===== src/speq_pkg.sv =====
// Package: sizes, command and status codes, edge and control types for the edge queue.
`timescale 1ns / 1ps
`default_nettype none
package speq_pkg;

  localparam int DEPTH  = 16;
  localparam int CNT_W  = $clog2(DEPTH + 1);
  localparam int NODE_W = 8;
  localparam int WGT_W  = 16;
  localparam int CMD_W  = 2;
  localparam int STAT_W = 2;
  localparam int FILL_W = 5;
  localparam int IN_W   = 40;
  localparam int OUT_W  = 40;

  localparam logic [CMD_W-1:0] CMD_INSERT   = 2'd0;
  localparam logic [CMD_W-1:0] CMD_POP_MIN  = 2'd1;
  localparam logic [CMD_W-1:0] CMD_POP_NODE = 2'd2;

  localparam logic [STAT_W-1:0] ST_OK    = 2'd0;
  localparam logic [STAT_W-1:0] ST_EMPTY = 2'd1;
  localparam logic [STAT_W-1:0] ST_FULL  = 2'd2;

  typedef struct packed {
    logic        [NODE_W-1:0] a;
    logic        [NODE_W-1:0] b;
    logic signed [WGT_W-1:0]  w;
  } edge_t;

  typedef struct packed {
    logic              ins;
    logic              rem;
    logic              pop_min;
    edge_t             item;
    logic [NODE_W-1:0] sn;
  } ctl_t;

endpackage
`default_nettype wire


===== src/sorted_edge_priority_queue.sv =====
// Top level: sorted edge queue built from a row of shifting cells, with an output register.
//
//  channel | dir | tdata (low bit up)                      | tuser
//  s_*     | in  | node_a, node_b, edge_weight, search_node | command
//  m_*     | out | out_a, out_b, out_weight, fill          | status
//
// One word per cycle while the output is not stalled: every cell compares in parallel
// and the row shifts in the same edge; the result lands in the output register in the
// cycle after accept. A new word is taken whenever the output register is empty or
// being drained. Reset empties the queue and the output register; slot contents are
// not cleared. A stalled output holds its word.
`timescale 1ns / 1ps
`default_nettype none
module sorted_edge_priority_queue (
  input  wire logic                        clk,
  input  wire logic                        rst,
  input  wire logic                        s_tvalid,
  output logic                             s_tready,
  input  wire logic [speq_pkg::IN_W-1:0]   s_tdata,  // node_a, node_b, edge_weight, search_node
  input  wire logic [speq_pkg::CMD_W-1:0]  s_tuser,  // command
  output logic                             m_tvalid,
  input  wire logic                        m_tready,
  output logic [speq_pkg::OUT_W-1:0]       m_tdata,  // out_a, out_b, out_weight, fill, zero pad
  output logic [speq_pkg::STAT_W-1:0]      m_tuser   // status
);
  import speq_pkg::*;

  logic              accept;
  logic              full;
  logic [CNT_W-1:0]  count;
  logic [CNT_W-1:0]  count_next;
  ctl_t              ctl;
  logic [DEPTH:0]    ge_c;
  logic [DEPTH:0]    seen_c;
  edge_t             found_c [DEPTH+1];
  edge_t             slot    [DEPTH];
  edge_t             res_edge;
  logic [STAT_W-1:0] res_stat;
  logic [FILL_W-1:0] res_fill;

  assign s_tready = !m_tvalid || m_tready;
  assign accept   = s_tvalid && s_tready;
  assign full     = (count == CNT_W'(DEPTH));

  always_comb begin
    ctl.ins     = accept && (s_tuser == CMD_INSERT) && !full;
    ctl.rem     = accept && (s_tuser == CMD_POP_MIN || s_tuser == CMD_POP_NODE);
    ctl.pop_min = (s_tuser == CMD_POP_MIN);
    ctl.item.a  = s_tdata[7:0];
    ctl.item.b  = s_tdata[15:8];
    ctl.item.w  = s_tdata[31:16];
    ctl.sn      = s_tdata[39:32];
  end

  assign ge_c[0]    = 1'b0;
  assign seen_c[0]  = 1'b0;
  assign found_c[0] = '0;

  for (genvar i = 0; i < DEPTH; i++) begin : g_cell
    speq_cell u_cell (
      .clk       (clk),
      .ctl       (ctl),
      .occ       (CNT_W'(i) < count),
      .head      (i == 0),
      .ge_in     (ge_c[i]),
      .ge_out    (ge_c[i+1]),
      .seen_in   (seen_c[i]),
      .seen_out  (seen_c[i+1]),
      .found_in  (found_c[i]),
      .found_out (found_c[i+1]),
      .left      ((i == 0) ? edge_t'('0) : slot[(i == 0) ? 0 : i-1]),
      .right     ((i == DEPTH-1) ? edge_t'('0) : slot[(i == DEPTH-1) ? i : i+1]),
      .hold      (slot[i])
    );
  end

  always_comb begin
    count_next = count;
    res_edge   = '0;
    res_stat   = ST_OK;
    if (ctl.ins) begin
      count_next = count + CNT_W'(1);
    end else if (ctl.rem) begin
      if (seen_c[DEPTH]) begin
        count_next = count - CNT_W'(1);
        res_edge   = found_c[DEPTH];
      end else begin
        res_stat = ST_EMPTY;
      end
    end else if (s_tuser == CMD_INSERT) begin
      res_stat = ST_FULL;
    end
    res_fill = FILL_W'(count_next);
  end

  always_ff @(posedge clk) begin
    if (rst) begin
      count    <= '0;
      m_tvalid <= 1'b0;
    end else begin
      if (accept) begin
        count    <= count_next;
        m_tvalid <= 1'b1;
      end else if (m_tready) begin
        m_tvalid <= 1'b0;
      end
    end
  end

  always_ff @(posedge clk) begin
    if (accept) begin
      m_tdata <= {3'b000, res_fill, res_edge.w, res_edge.b, res_edge.a};
      m_tuser <= res_stat;
    end
  end

endmodule
`default_nettype wire


===== src/speq_cell.sv =====
// One queue slot: holds an edge, compares it against the command, shifts with its neighbors.
`timescale 1ns / 1ps
`default_nettype none
module speq_cell (
  input  wire logic          clk,
  input  wire speq_pkg::ctl_t ctl,
  input  wire logic          occ,
  input  wire logic          head,
  input  wire logic          ge_in,
  output logic               ge_out,
  input  wire logic          seen_in,
  output logic               seen_out,
  input  wire speq_pkg::edge_t found_in,
  output speq_pkg::edge_t    found_out,
  input  wire speq_pkg::edge_t left,
  input  wire speq_pkg::edge_t right,
  output speq_pkg::edge_t    hold
);
  import speq_pkg::*;

  logic  match;
  edge_t hold_next;

  assign ge_out   = !occ || (hold.w >= ctl.item.w);
  assign match    = occ && (ctl.pop_min ? head
                                         : (hold.a == ctl.sn || hold.b == ctl.sn));
  assign seen_out = seen_in || match;

  always_comb begin
    if (seen_in) begin
      found_out = found_in;
    end else if (match) begin
      found_out = hold;
    end else begin
      found_out = '0;
    end
  end

  always_comb begin
    hold_next = hold;
    if (ctl.ins) begin
      if (ge_in) begin
        hold_next = left;
      end else if (ge_out) begin
        hold_next = ctl.item;
      end
    end else if (ctl.rem && seen_out) begin
      hold_next = right;
    end
  end

  always_ff @(posedge clk) begin
    hold <= hold_next;
  end

endmodule
`default_nettype wire


===== config.mk =====
export PLATFORM = sky130hd
export DESIGN_NAME = sorted_edge_priority_queue
export DESIGN_NICKNAME = d
export VERILOG_FILES = /design/src/speq_pkg.sv /design/src/sorted_edge_priority_queue.sv /design/src/speq_cell.sv
export SDC_FILE = /design/constraint.sdc
export NUM_CORES = 2
export LEC_CHECK = 0
export BUFFER_PORTS_ARGS = -buffer_cell sky130_fd_sc_hd__clkbuf_2
export CORE_MARGIN = 3
export CORE_UTILIZATION = 29
export DETAILED_ROUTE_END_ITERATION = 12
export PLACE_DENSITY = 0.51
export SLEW_MARGIN = 25
export SYNTH_ARGS = -nofsm -noshare
export SYNTH_HDL_FRONTEND = slang
export SYNTH_SLANG_ARGS = --single-unit

===== constraint.sdc =====
create_clock -name clk -period 18.25 [get_ports clk]
set_input_delay 3.65 -clock clk [delete_from_list [all_inputs] [get_ports clk]]
set_output_delay 3.65 -clock clk [all_outputs]
set_load 0.005 [all_outputs]

==> results.py <==
metrics = {
    "status": {
        "status": "finished, final reports clean",
    },
    "cts": {
        "cts_hold_buf": 0,
        "numCtsBuffers": 72,
        "ctsResizeCount": 0,
        "clkTransAtPathRegs_ns": 0.06,
        "clockBufferDepth": 3,
        "clockRootBuffer": "clkbuf_16",
        "cts_tree": "done",
        "cts_setup_buffers": 0,
        "worstSkewPairLatency_ns": 0.67,
        "htree_levels": 3,
        "cts_sinks": 557,
    },
    "setup_path": {
        "crit_type": "input pin to register",
        "cp.required_ns": 18.74,
        "critical_path_arrival_ns": 8.45,
        "crit_start": "s_tdata[36]",
        "r2r_cells": 13,
        "r2r_slack_ns": 12.96,
        "cp-start-kind": "input pin",
        "reg2reg_from": "count[1]$_SDFFE_PP0P_",
        "endpoint_kind": "register",
        "crit_fanout": 22,
    },
    "sta": {
        "rsz0062_at_grt": "no",
        "final-max-slew-violation-count": 0,
        "holdWs_ns": 0.618,
        "hold_violations": 0,
        "tns_ns": 0,
        "period_needed_ns": 7.96,
        "worst_slew_pin_slew_ns": 1.13,
        "max_slew_margin_pct": 24.0,
        "clock.fmax_mhz": 126,
        "fin_crit_sh_pct": 43.6,
        "setup_viol": 0,
        "skew_ns": 0.0387,
        "setup_slack_ns": 10.29,
    },
    "drt": {
        "vias_per_cell": 6.17,
        "post_drt_wl_per_cell_um": 31.0,
        "drt_iter0_markers": 5621,
        "firstDrtPassIters": 6,
        "finalWirelength_mm": 188,
        "drc": 0,
        "drtAntennaViolNets": 0,
        "route.vias.total": 37400,
    },
    "finish": {
        "insertedDiodeCount": 0,
        "drive_above_1_share_pct": 8.99,
        "n_fill_cell": 14000,
        "ff_latch_area_sq_um": 16700,
        "syn2layout_area_growth_pct": 11.9,
        "nNetsFinal": 4532,
        "multiInputGateArea_sq_um": 22000,
    },
    "synthesis": {
        "synth_edf_count": 551,
        "synth_top_area_share_pct": 41.3,
        "ys_types": 81,
        "synth_most_common_cell": "nand2_1",
        "yosys_warnings": 0,
        "ys_async_sr_fraction_pct": 0,
        "synth_area_leaders": "edfxtp_1, ha_1, o211ai_1",
        "ys.flop_type": "edfxtp_1",
        "syn_area_per_cell_sq_um": 9.27,
        "ys_ff_latch": 557,
        "synth_common_cells": "nand2_1, edfxtp_1, o211ai_1, nand3_1, clkbuf_1",
        "synth_top_area_cell": "edfxtp_1",
        "syn_inst": 4322,
        "syn_area_sq_um": 40100,
        "yosysSeqAreaShare_pct": 41.6,
    },
    "global_routing": {
        "grtUsageTotal_pct": 25.5,
        "use_met1_pct": 36.3,
        "grt_pass1_vias": 35300,
        "use_met2_pct": 38.3,
        "antenna_found_initial": 2,
        "grt-ovfl-total": 0,
        "busiest_layer": "met2",
        "grt_pass1_wl_mm": 266,
        "gr-usage-met3_pct": 4.48,
        "grt_max_degree": 127,
    },
    "floorplanning": {
        "io_pins": 90,
        "die_w_um": 378,
        "initial_utilization_pct": 29.4,
        "core_sq_um": 136000,
        "rows": 135,
        "die_height_um": 378,
        "dieArea_sq_um": 143000,
    },
    "place": {
        "gp_congestion": 0.979,
        "io_buffers": 86,
        "dp_hpwl_mm": 135,
        "dp_slack_ns": 9.71,
    },
    "min_path": {
        "min_path_cells": 2,
        "worstHoldPathType": "register to register",
        "hp-start": "g_cell[6].u_cell.hold[0]$_DFFE_PP_",
    },
    "power_and_ir_drop": {
        "ir_drop_mv": 0.0680,
        "leakagePower_nw": 16.1,
        "powerDensity_nw_per_um2": 81.6,
    },
    "job": {
        "cap_violations": 0,
    },
}
[layer usage]
metal  up-vias  wire length [um]
met5         -                 0
met4         0              8510
met3       359             18500
met2      2238             80500
met1     18600             80400
li1      16200                 -
[stage by stage]
stage	std cells	power, W	area (sq um)	utilization, %
floorplan	4324	0.00187	40100	-
global placement	5926	0.00209	42200	31.0
detailed placement	5927	0.00210	42300	31.0
CTS	6059	0.00366	44800	32.8
global route	6063	0.00376	44900	32.9
finish	6063	0.00366	44900	32.9
[registers in the layout, indices dropped and copies added, names as in the netlist]
signal / flops
m_tuser: 2
m_tdata: 37
m_tvalid: 1
g_cell.u_cell.hold: 512
count: 5
[cell families after synthesis]
| kind of cell | share of synthesized area (%) |
|---|---|
| multiplexers | 2.27 |
| AND/OR/NAND/NOR | 17.7 |
| buffers and inverters | 4.40 |
| flip-flops | 41.6 |
| other | 0.00936 |
| AO/OA/AOI/OAI | 20.2 |
| XOR/XNOR | 5.68 |
| adder cells (fa/ha/maj) | 8.18 |
[cell type report]
type	count	area share [%]
Clock buffer	79	4.14
Clock inverter	53	1.45
Inverter	48	0.402
Multi-Input combinational cell	3352	49.0
Sequential cell	557	37.2
Tap cell	1781	4.97
Timing Repair Buffer	193	2.93
[final timing paths]
check	to
max	m_tdata[11]$_SDFFCE_PP0P_
min	g_cell[7].u_cell.hold[0]$_DFFE_PP_
max reg2reg	m_tdata[18]$_SDFFCE_PP0P_
min reg2reg	g_cell[7].u_cell.hold[0]$_DFFE_PP_
[layout by cell type (no fill, tap or decap), types with 55 or more instances in the layout]
master | synthesis | layout
a21oi_1 | 277 | 275
a221oi_1 | 55 | 55
buf_4 | 16 | 101
clkbuf_16 | 0 | 73
clkbuf_2 | 0 | 86
edfxtp_1 | 551 | 551
ha_1 | 262 | 262
mux2i_1 | 75 | 74
nand2_1 | 632 | 631
nand3_1 | 344 | 343
nand4_1 | 96 | 96
nor2_1 | 256 | 251
o211ai_1 | 388 | 388
o21ai_0 | 137 | 133
xnor2_1 | 194 | 194
xor2_1 | 66 | 66
[worst max-delay path: stages]
cell      delay, ns
clkbuf_2       0.45
buf_4          0.53
xor2_1         0.19
nor4_1         0.07
a22oi_1        0.50
o22ai_2        0.15
buf_4          0.27
or4b_1         0.74
nor3b_2        0.46
and4_1         1.03
nand2_1        0.12
a21oi_1        0.21
[report_power, final]
part | total (W) | internal [W] | leakage (nW) | switching (W)
Clock | 0.00157 | 0.000925 | 1.22 | 0.000646
Combinational | 0.000522 | 0.000171 | 9.70 | 0.000352
Sequential | 0.00157 | 0.00148 | 5.15 | 0.0000899
No activity file was read; power rests on OpenSTA's default activity.
